### src/rtl/core/narls_pkg.sv
// Package for the no-adjacent-repeat letter scheduler.
// Beat types, controller/datapath command and status structs, shared constants.
// No dependencies.
`default_nettype none

package narls_pkg;

    localparam int LETTER_W     = 5;
    localparam int MAX_LEN_DEF  = 64;
    localparam int ALPHABET_DEF = 26;
    localparam int GROUP_SIZE   = 8;      // counters per first-stage argmax group

    localparam logic [LETTER_W-1:0] NONE_MARK = 5'd31;

    typedef struct packed {
        logic [LETTER_W-1:0] letter;
        logic                end_of_text;
    } item_t;

    typedef struct packed {
        logic [LETTER_W-1:0] out_letter;
        logic                failed;
        logic                run_end;
    } result_t;

    typedef struct packed {
        logic load;      // count the input beat
        logic search;    // register first-stage group winners
        logic exclude;   // leave the previous letter out of the search
        logic check;     // feasibility check on the unmasked maximum
        logic pick;      // take the winner, decrement it
        logic emit;      // load the result register
        logic clear;     // return to the empty state
    } cmd_t;

    typedef struct packed {
        logic empty;       // nothing counted and no overflow
        logic infeasible;  // overflow or max count above half the length, rounded up
        logic last;        // one letter left
    } stat_t;

endpackage

`default_nettype wire

### src/rtl/core/no_adjacent_repeat_letter_scheduler.sv
// Top level of the no-adjacent-repeat letter scheduler.
// Instantiates narls_ctrl and narls_dpath; types from narls_pkg.
//
// Letters are taken one beat per cycle while busy is low; a beat is taken when
// start is high and busy is low. Codes at or above ALPHABET are ignored. The beat
// with end_of_text set raises busy: a maximum search and a feasibility check
// follow, then each letter of the rearrangement passes through a masked search
// and a pick, the two stages of the registered argmax over the letter counters.
// An empty run ends after the search, and a failed run after the check.
// Results appear for one cycle with result_strobe and cannot be held off; a failed
// run gives a single beat with failed and run_end set. The next run may start as
// soon as busy drops, while the last result is still on the ports.
`default_nettype none

module no_adjacent_repeat_letter_scheduler #(
    parameter int MAX_LEN  = narls_pkg::MAX_LEN_DEF,
    parameter int ALPHABET = narls_pkg::ALPHABET_DEF
) (
    input  wire logic               clk,
    input  wire logic               rst_n,
    input  wire logic               start,
    input  wire narls_pkg::item_t   item,
    output logic                    busy,
    output logic                    result_strobe,
    output narls_pkg::result_t      result
);

    narls_pkg::cmd_t  cmd;
    narls_pkg::stat_t stat;

    narls_ctrl u_ctrl (
        .clk         (clk),
        .rst_n       (rst_n),
        .start       (start),
        .end_of_text (item.end_of_text),
        .stat        (stat),
        .cmd         (cmd),
        .busy        (busy),
        .strobe      (result_strobe)
    );

    narls_dpath #(
        .MAX_LEN  (MAX_LEN),
        .ALPHABET (ALPHABET)
    ) u_dpath (
        .clk    (clk),
        .rst_n  (rst_n),
        .item   (item),
        .cmd    (cmd),
        .stat   (stat),
        .result (result)
    );

    // every result beat follows a busy cycle
    a_strobe_after_busy: assert property (@(posedge clk) disable iff (!rst_n)
        result_strobe |-> $past(busy))
        else $error("result beat without preceding work");

    a_fail_shape: assert property (@(posedge clk) disable iff (!rst_n)
        (result_strobe && result.failed) |-> (result.run_end && result.out_letter == '0))
        else $error("failed beat malformed");

    // neighbors within a run differ
    a_no_repeat: assert property (@(posedge clk) disable iff (!rst_n)
        (result_strobe && !result.failed && $past(result_strobe, 2)
         && !$past(result.run_end, 2))
        |-> (result.out_letter != $past(result.out_letter, 2)))
        else $error("adjacent letters repeat");

endmodule

`default_nettype wire

### src/rtl/core/narls_dpath.sv
// Datapath of the letter scheduler: letter counters, length, previous letter,
// two-stage registered argmax and the result register. Uses narls_pkg.
`default_nettype none

module narls_dpath #(
    parameter int MAX_LEN  = narls_pkg::MAX_LEN_DEF,
    parameter int ALPHABET = narls_pkg::ALPHABET_DEF
) (
    input  wire logic              clk,
    input  wire logic              rst_n,
    input  wire narls_pkg::item_t  item,
    input  wire narls_pkg::cmd_t   cmd,
    output narls_pkg::stat_t       stat,
    output narls_pkg::result_t     result
);

    localparam int LEN_W  = $clog2(MAX_LEN + 1);
    localparam int NGROUP = (ALPHABET + narls_pkg::GROUP_SIZE - 1) / narls_pkg::GROUP_SIZE;
    localparam int LW     = narls_pkg::LETTER_W;

    logic [LEN_W-1:0] count_reg [ALPHABET];
    logic [LEN_W-1:0] count_next [ALPHABET];
    logic [LEN_W-1:0] total_reg, total_next;
    logic [LW-1:0]    prev_reg, prev_next;
    logic             ovf_reg, ovf_next;

    logic [LEN_W-1:0] grp_c_reg [NGROUP];
    logic [LW-1:0]    grp_i_reg [NGROUP];
    logic [LEN_W-1:0] grp_c_next [NGROUP];
    logic [LW-1:0]    grp_i_next [NGROUP];

    logic [LEN_W-1:0] best_c;
    logic [LW-1:0]    best_i;
    logic [LEN_W:0]   half;
    logic             in_range;
    logic             full;

    narls_pkg::result_t result_reg, result_next;

    assign in_range = ({1'b0, item.letter} < (LW + 1)'(ALPHABET));
    assign full     = ({1'b0, total_reg} >= (LEN_W + 1)'(MAX_LEN));
    assign half     = ({1'b0, total_reg} + (LEN_W + 1)'(1)) >> 1;

    // first stage: linear argmax within each group, ties to the higher code
    always_comb
    begin
        int               idx;
        logic [LEN_W-1:0] c;
        for (int g = 0; g < NGROUP; g++)
        begin
            grp_c_next[g] = '0;
            grp_i_next[g] = LW'(g * narls_pkg::GROUP_SIZE);
            for (int j = 0; j < narls_pkg::GROUP_SIZE; j++)
            begin
                idx = g * narls_pkg::GROUP_SIZE + j;
                if (idx < ALPHABET)
                begin
                    c = count_reg[idx];
                    if (cmd.exclude && (LW'(idx) == prev_reg))
                        c = '0;
                    if (c != '0 && c >= grp_c_next[g])
                    begin
                        grp_c_next[g] = c;
                        grp_i_next[g] = LW'(idx);
                    end
                end
            end
        end
    end

    // second stage: combine group winners; later groups hold higher codes
    always_comb
    begin
        best_c = grp_c_reg[0];
        best_i = grp_i_reg[0];
        for (int g = 1; g < NGROUP; g++)
        begin
            if (grp_c_reg[g] != '0 && grp_c_reg[g] >= best_c)
            begin
                best_c = grp_c_reg[g];
                best_i = grp_i_reg[g];
            end
        end
    end

    assign stat.empty      = (total_reg == '0) && !ovf_reg;
    assign stat.infeasible = ovf_reg || ({1'b0, best_c} > half);
    assign stat.last       = (total_reg == LEN_W'(1));

    always_comb
    begin
        for (int i = 0; i < ALPHABET; i++)
        begin
            count_next[i] = count_reg[i];
            if (cmd.load && in_range && !full && item.letter == LW'(i))
                count_next[i] = count_reg[i] + LEN_W'(1);
            if (cmd.pick && best_i == LW'(i))
                count_next[i] = count_reg[i] - LEN_W'(1);
            if (cmd.clear)
                count_next[i] = '0;
        end

        total_next = total_reg;
        ovf_next   = ovf_reg;
        prev_next  = prev_reg;
        if (cmd.load && in_range)
        begin
            if (full)
                ovf_next = 1'b1;
            else
                total_next = total_reg + LEN_W'(1);
        end
        if (cmd.pick)
        begin
            total_next = total_reg - LEN_W'(1);
            prev_next  = best_i;
        end
        if (cmd.clear)
        begin
            total_next = '0;
            ovf_next   = 1'b0;
            prev_next  = narls_pkg::NONE_MARK;
        end

        result_next = result_reg;
        if (cmd.emit)
        begin
            if (cmd.check)
            begin
                result_next.out_letter = '0;
                result_next.failed     = 1'b1;
                result_next.run_end    = 1'b1;
            end
            else
            begin
                result_next.out_letter = best_i;
                result_next.failed     = 1'b0;
                result_next.run_end    = stat.last;
            end
        end
    end

    always_ff @(posedge clk or negedge rst_n)
    begin
        if (!rst_n)
        begin
            for (int i = 0; i < ALPHABET; i++)
                count_reg[i] <= '0;
            total_reg <= '0;
            ovf_reg   <= 1'b0;
            prev_reg  <= narls_pkg::NONE_MARK;
        end
        else
        begin
            for (int i = 0; i < ALPHABET; i++)
                count_reg[i] <= count_next[i];
            total_reg <= total_next;
            ovf_reg   <= ovf_next;
            prev_reg  <= prev_next;
        end
    end

    always_ff @(posedge clk)
    begin
        if (cmd.search)
        begin
            for (int g = 0; g < NGROUP; g++)
            begin
                grp_c_reg[g] <= grp_c_next[g];
                grp_i_reg[g] <= grp_i_next[g];
            end
        end
        result_reg <= result_next;
    end

    assign result = result_reg;

endmodule

`default_nettype wire

### src/rtl/core/narls_ctrl.sv
// Controller of the letter scheduler: sequences counting, feasibility check
// and the search/pick loop; drives busy and the result strobe. Uses narls_pkg.
`default_nettype none

module narls_ctrl (
    input  wire logic             clk,
    input  wire logic             rst_n,
    input  wire logic             start,
    input  wire logic             end_of_text,
    input  wire narls_pkg::stat_t stat,
    output narls_pkg::cmd_t       cmd,
    output logic                  busy,
    output logic                  strobe
);

    localparam logic [2:0] ST_IDLE = 3'd0;
    localparam logic [2:0] ST_MAXF = 3'd1;   // unmasked max search
    localparam logic [2:0] ST_MAXP = 3'd2;   // feasibility check
    localparam logic [2:0] ST_FIND = 3'd3;   // masked search, first stage
    localparam logic [2:0] ST_PICK = 3'd4;   // final stage, emit one letter

    logic [2:0] state_reg, state_next;
    logic       strobe_reg;

    always_comb
    begin
        cmd        = '0;
        state_next = state_reg;
        unique case (state_reg)
            ST_IDLE:
            begin
                cmd.load = start;
                if (start && end_of_text)
                    state_next = ST_MAXF;
            end
            ST_MAXF:
            begin
                if (stat.empty)
                begin
                    cmd.clear  = 1'b1;
                    state_next = ST_IDLE;
                end
                else
                begin
                    cmd.search = 1'b1;
                    state_next = ST_MAXP;
                end
            end
            ST_MAXP:
            begin
                cmd.check = 1'b1;
                if (stat.infeasible)
                begin
                    cmd.emit   = 1'b1;
                    cmd.clear  = 1'b1;
                    state_next = ST_IDLE;
                end
                else
                    state_next = ST_FIND;
            end
            ST_FIND:
            begin
                cmd.search  = 1'b1;
                cmd.exclude = 1'b1;
                state_next  = ST_PICK;
            end
            ST_PICK:
            begin
                cmd.pick = 1'b1;
                cmd.emit = 1'b1;
                if (stat.last)
                begin
                    cmd.clear  = 1'b1;
                    state_next = ST_IDLE;
                end
                else
                    state_next = ST_FIND;
            end
            default:
                state_next = ST_IDLE;
        endcase
    end

    always_ff @(posedge clk or negedge rst_n)
    begin
        if (!rst_n)
        begin
            state_reg  <= ST_IDLE;
            strobe_reg <= 1'b0;
        end
        else
        begin
            state_reg  <= state_next;
            strobe_reg <= cmd.emit;
        end
    end

    assign busy   = (state_reg != ST_IDLE);
    assign strobe = strobe_reg;

endmodule

`default_nettype wire
### config.mk
export PLATFORM = sky130hd
export DESIGN_NAME = no_adjacent_repeat_letter_scheduler
export DESIGN_NICKNAME = d
export VERILOG_FILES = /design/src/rtl/core/narls_pkg.sv /design/src/rtl/core/no_adjacent_repeat_letter_scheduler.sv /design/src/rtl/core/narls_dpath.sv /design/src/rtl/core/narls_ctrl.sv
export SDC_FILE = /design/constraint.sdc
export NUM_CORES = 1
export LEC_CHECK = 0
export BUFFER_PORTS_ARGS = -buffer_cell sky130_fd_sc_hd__buf_2
export CAP_MARGIN = 25
export CORE_MARGIN = 2
export CORE_UTILIZATION = 30
export DETAILED_ROUTE_END_ITERATION = 12
export PLACE_DENSITY = 0.46
export SLEW_MARGIN = 20
export SYNTH_ARGS = -nofsm -noshare
export SYNTH_HDL_FRONTEND = slang
export SYNTH_SLANG_ARGS = --single-unit
### constraint.sdc
create_clock -name clk -period 21.3 [get_ports clk]
set_clock_uncertainty 0.15 [all_clocks]
set_input_delay 1.065 -clock clk [delete_from_list [all_inputs] [get_ports clk]]
set_output_delay 1.065 -clock clk [all_outputs]
set_load 0.02 [all_outputs]
### Word-level counts from Yosys, hierarchy flattened

Memories as Yosys holds them, arrays and structs flattened.
Cells that the tools add are included.

* output and inout port bits: 9
* memories kept: 2
* bits of input ports: 9
* logic and storage cells: 572
* register bits: 206
* bits in writable memories: 48

Memories
* u_dpath.grp_c_reg: words 4, width 7, rd ports 4, clocked after Yosys merged registers in 0, wr ports 4, line narls_dpath.sv:27 `logic [LEN_W-1:0] grp_c_reg [NGROUP];`
* u_dpath.grp_i_reg: words 4, width 5, rd ports 4, clocked after Yosys merged registers in 0, wr ports 4, line narls_dpath.sv:28 `logic [LW-1:0] grp_i_reg [NGROUP];`

* reductions and logical operators: 181
* order comparisons: 32
* equality and inequality tests: 82
* multiplexer cells: 186
* add/sub/neg operators: 55

Operators by type and width (count)
* $mux W7: 137
* $reduce_bool A7 Y1: 29
* $add A7 B1 Y7 const B: 27
* $sub A7 B1 Y7 const B: 27
* $ge A7 B7 Y1: 25
* $logic_and A1 B1 Y1: 111
* $eq A5 B5 Y1 const B: 20
* $reduce_bool A3 Y1: 28
* $eq A5 B4 Y1 const B: 16
* $eq A5 B5 Y1 const A: 10
* $eq A4 B5 Y1 const A: 8
* $eq A5 B3 Y1 const B: 8
* $mux W3: 13
* $ge A7 B1 Y1 const B: 4
* $mux W5: 5
* $mux W2: 11
* $eq A3 B5 Y1 const A: 4
* $eq A5 B2 Y1 const B: 4
* $mux W1: 16
* $logic_not A5 Y1: 3
* $pmux W3 S5: 1
* $eq A2 B5 Y1 const A: 2
* $eq A5 B1 Y1 const B: 2
* $add A7 B1 Y8 const B: 1
* other kinds (18): 24

### Logic depth before layout (Yosys ltp)

* depth in word-level cells: 28
* gate-level depth with buffers: 84
* mapped depth without buffers: 78

### Modules after synthesis

A second synthesis with hierarchy kept.

* cells, all modules: 2695
* area total of the unflattened synthesis: 23640.2 sq um

Modules (own cells, without submodules)
* narls_dpath: area each 23343.6 sq um, cells each 2665, times used 1
* narls_ctrl: area each 296.5 sq um, cells each 30, times used 1

### Least setup slack after synthesis

OpenSTA, ideal clock, no wires.

* path kind: flip-flop to flip-flop
* start point: register u_dpath.prev_reg[0]
* end point: memory u_dpath.grp_c_reg[0][3] (netlist bit), data pin
* arrival time: 14.475 ns
* stages on the path, launching flop included: 77
* path buffers: 5
* setup slack: 6.421 ns
* cells stage by stage: dfstp_2 > buf_2 > nor2b_1 > clkbuf_1 > nand2_1 > and2_1 > ha_1 > a21o_1 > a311o_1 > a31oi_2 > nor3_2 > mux2_2 > ha_1 > a21o_1 > a211oi_1 > o21a_1 > nor2_1 > o21ai_0 > [41 not listed] > inv_1 > a21oi_1 > a41oi_1 > a211oi_2 > a221o_1 > ha_1 > nand2b_1 > a21o_1 > a21o_1 > a21o_1 > a21oi_1 > nor2b_1 > o21ai_0 > nand2b_1 > nand2_1 > inv_1 > mux2_2 > a21o_1

RTL lines
* start: declaration: line narls_dpath.sv:24 `logic [LW-1:0] prev_reg, prev_next;`
* start signal: assignment: line narls_dpath.sv:151 `prev_reg <= narls_pkg::NONE_MARK;`
* start signal: assignment: line narls_dpath.sv:159 `prev_reg <= prev_next;`
* end: declaration: line narls_dpath.sv:27

==> impl_metrics.env <==
export IMPL_outcome="completed"
export IMPL_dpl_hpwl_um=58200
export IMPL_largest_register_ffs=182
export IMPL_grt_max_degree=106
export IMPL_grt_pass1_wl_um=121000
export IMPL_synth_top_family_by_area="compound AO/OA/AOI/OAI gates"
export IMPL_core_area_um2=80000
export IMPL_synth_xor_area_share_pct=5.81
export IMPL_synth_net_count=3174
export IMPL_fin_area_um2=26700
export IMPL_ys_async_sr_fraction_pct=81.6
export IMPL_final_layout_size_suffix_gt1_share_pct=6.29
export IMPL_synth_area_mux_share_pct=4.91
export IMPL_clkSlewWorstSetupHoldPaths_ns=0.07
export IMPL_max_freq_mhz=56.0
export IMPL_fillCellCount=8346
export IMPL_io_pins=18
export IMPL_clk_latency_ns=0.58
export IMPL_via_count=20900
export IMPL_synth_area_leaders="dfrtp_1 20%, ha_1 15%, a21o_1 5.8%"
export IMPL_rsz0062_at_grt="false"
export IMPL_crit_required_ns=21.49
export IMPL_endpoint_kind="flip-flop"
export IMPL_synth_flop_cell="dfrtp_1"
export IMPL_chipWidth_um=288
export IMPL_syn_inst=2841
export IMPL_synthSimpleGateAreaFrac_pct=20.3
export IMPL_synth_top_area_share_pct=20.1
export IMPL_grt_busiest_layer="met2"
export IMPL_placed_area_um2=25500
export IMPL_tightestPinTransition_ns=1.08
export IMPL_nets=3168
export IMPL_drt_wl_total_um=76100
export IMPL_hold_depth=2
export IMPL_slowest_delay_ns=0.81
export IMPL_synth_top_area_cell="dfrtp_1"
export IMPL_r2r_cells=73
export IMPL_mappedNetlistArea_um2=24100
export IMPL_cts_tree="yes"
export IMPL_grt_pass1_vias=21100
export IMPL_cts_htree_levels=2
export IMPL_tns_ns=0
export IMPL_fin_crit_ns=17.85
export IMPL_r2r_start="u_ctrl.state_reg[2]"
export IMPL_synth_edf_count=45
export IMPL_syn2layout_area_growth_pct=10.5
export IMPL_grt_overflow=0
export IMPL_seq_area_frac_synth_pct=26.3
export IMPL_clock_sinks=244
export IMPL_relSlewSlack_pct=28.0
export IMPL_start_kind="flip-flop"
export IMPL_cts_root_buffer="clkbuf_16"
export IMPL_setup_violations=0
export IMPL_fp_dieH_um=288
export IMPL_port_buffers=17
export IMPL_post_route_period_util_pct=83.8
export IMPL_grtUsageMet3_pct=2.56
export IMPL_synth_compound_area_share_pct=20.9
export IMPL_crit_type="reg2reg"
export IMPL_hold_end="u_dpath.count_reg[78]"
export IMPL_synth_fa_ha_area_share_pct=17.6
export IMPL_met1_usage_pct=25.2
export IMPL_post_cts_setup_buffers=0
export IMPL_use_met2_pct=29.7
export IMPL_maxCapViolCount=0
export IMPL_regToRegSetupSlack_ns=3.45
export IMPL_hold_violations=0
export IMPL_cp_slowest_cell="a2111oi_1"
export IMPL_syn_avg_cell_area_um2=8.50
export IMPL_antenna_found_initial=3
export IMPL_worstPathArrival_ns=18.04
export IMPL_cts_made_buffers=34
export IMPL_postCtsHoldBufs=0
export IMPL_grt_use_total_pct=18.4
export IMPL_min_delay_start="u_dpath.count_reg[78]"
export IMPL_num_rows=104
export IMPL_drcViolationCount=0
export IMPL_start_util_pct=30.2
export IMPL_critPathMaxFanout=15
export IMPL_wl_per_cell_um=19.4
export IMPL_yosysWarnings=0
export IMPL_hold_class="reg2reg"
export IMPL_synth_cell_types=100
export IMPL_drv_slew=0
export IMPL_yosys_register_bits=244
export IMPL_dieArea_um2=82700
export IMPL_drtPass1Iterations=5
export IMPL_r2r_end="u_dpath.grp_c_reg[0][3]"
export IMPL_antenna_left=0
export IMPL_cts_resized=0
export IMPL_cp_common_cell="a21o_1"
export IMPL_via_per_inst=5.32
export IMPL_cts_buffer_depth=3
export IMPL_gp_congestion=0.879
export IMPL_drt_iter0_markers=1400
## worst max-delay path by stage
stage,startpoint,endpoint,slack (ns),cells after the start
floorplan,u_dpath.prev_reg[0],u_dpath.grp_c_reg[0][3],6.42,76
global placement,u_dpath.prev_reg[1],u_dpath.grp_c_reg[2][1],4.07,68
detailed placement,u_ctrl.state_reg[2],u_dpath.grp_c_reg[0][3],3.86,73
CTS,u_ctrl.state_reg[2],u_dpath.grp_c_reg[0][3],3.75,73
global route,u_ctrl.state_reg[2],u_dpath.grp_i_reg[0][1],1.85,74
finish,u_ctrl.state_reg[2],u_dpath.grp_c_reg[0][3],3.45,73
## metal layers
metal	routed length [µm]	part of all wire (%)
met5	13	0.017
met4	2490	3.3
met3	3820	5.0
met2	34200	45
met1	35500	47
## worst max-delay path, delay by kind of cell, from the launching register on
kind                       cells  cell delay [ns]
AOI/OAI and AO/OA             36             8.86
adders and majority gates      7             1.94
buffers and inverters          5             0.42
DFF                            1             0.51
muxes                          2             0.73
and+or+nand+nor               23             5.01
## cells in the final DEF (no fill, tap or decap), types with 9 or more instances in the layout
master	Yosys	final
o41ai_1	15	15
clkbuf_1	73	9
nand2b_1	72	72
o21a_1	15	13
fa_1	26	26
and2_1	89	89
dfrtp_1	194	194
ha_1	298	298
mux2_2	15	15
nand2_1	270	270
edfxtp_1	45	45
nand3_1	87	87
xnor2_1	95	95
a21oi_1	154	154
o21ai_0	125	125
nor4_1	25	25
buf_2	10	19
o211ai_1	13	13
nor2_1	265	262
o31ai_1	36	35
nor3_1	31	30
a21o_1	187	187
buf_4	4	32
a31oi_1	29	29
and3_1	16	16
inv_1	162	162
nor2b_1	73	73
or4_1	11	11
mux2i_1	97	97
or2_2	10	10
o22ai_1	15	15
clkbuf_16	0	34
xor2_1	65	65
a211oi_1	28	28
## cells in the mapped netlist, drive strengths merged (73+ instances only)
| cell | number |
|---|---|
| a21o | 187 |
| nand2 | 270 |
| a21oi | 154 |
| nand3 | 89 |
| clkbuf | 73 |
| dfrtp | 194 |
| and2 | 92 |
| o21ai | 128 |
| ha | 298 |
| mux2i | 97 |
| nor2 | 266 |
| inv | 162 |
| xnor2 | 95 |
| nor2b | 73 |
## area by class of cell
class	count	area [µm²]	share of cell area, %
sequential	244	6340	23.8
tap	1060	1330	4.97
inverter	163	612	2.29
multi-input combinational	2338	16900	63.2
timing repair buffer	54	385	1.44
antenna	2	5.00	0.0188
clock buffer	43	885	3.32
clock inverter	18	268	1.00
## per-stage QoR
step,utilization (%),std cells,worst slack (ns),hold slack [ns]
floorplan,-,2841,6.42,0.333
finish,33.3,3922,3.45,0.388
detailed placement,31.8,3855,3.86,0.379
global route,33.3,3920,1.85,0.420
CTS,33.3,3916,3.75,0.397
global placement,31.8,3854,4.07,0.365
## logic make-up (layout without fill, tap and decap cells)
group,after synthesis,after routing
mux,115,115
fa+ha+maj,325,325
other cells,0,2
xor+xnor,160,160
buf+inv,259,278
compound gates,736,736
simple gates,1002,1002
flops,244,244
Power is left out: the tool's default activity adds up to more than one toggle a clock period on the data nets, which glitch-free logic cannot reach.
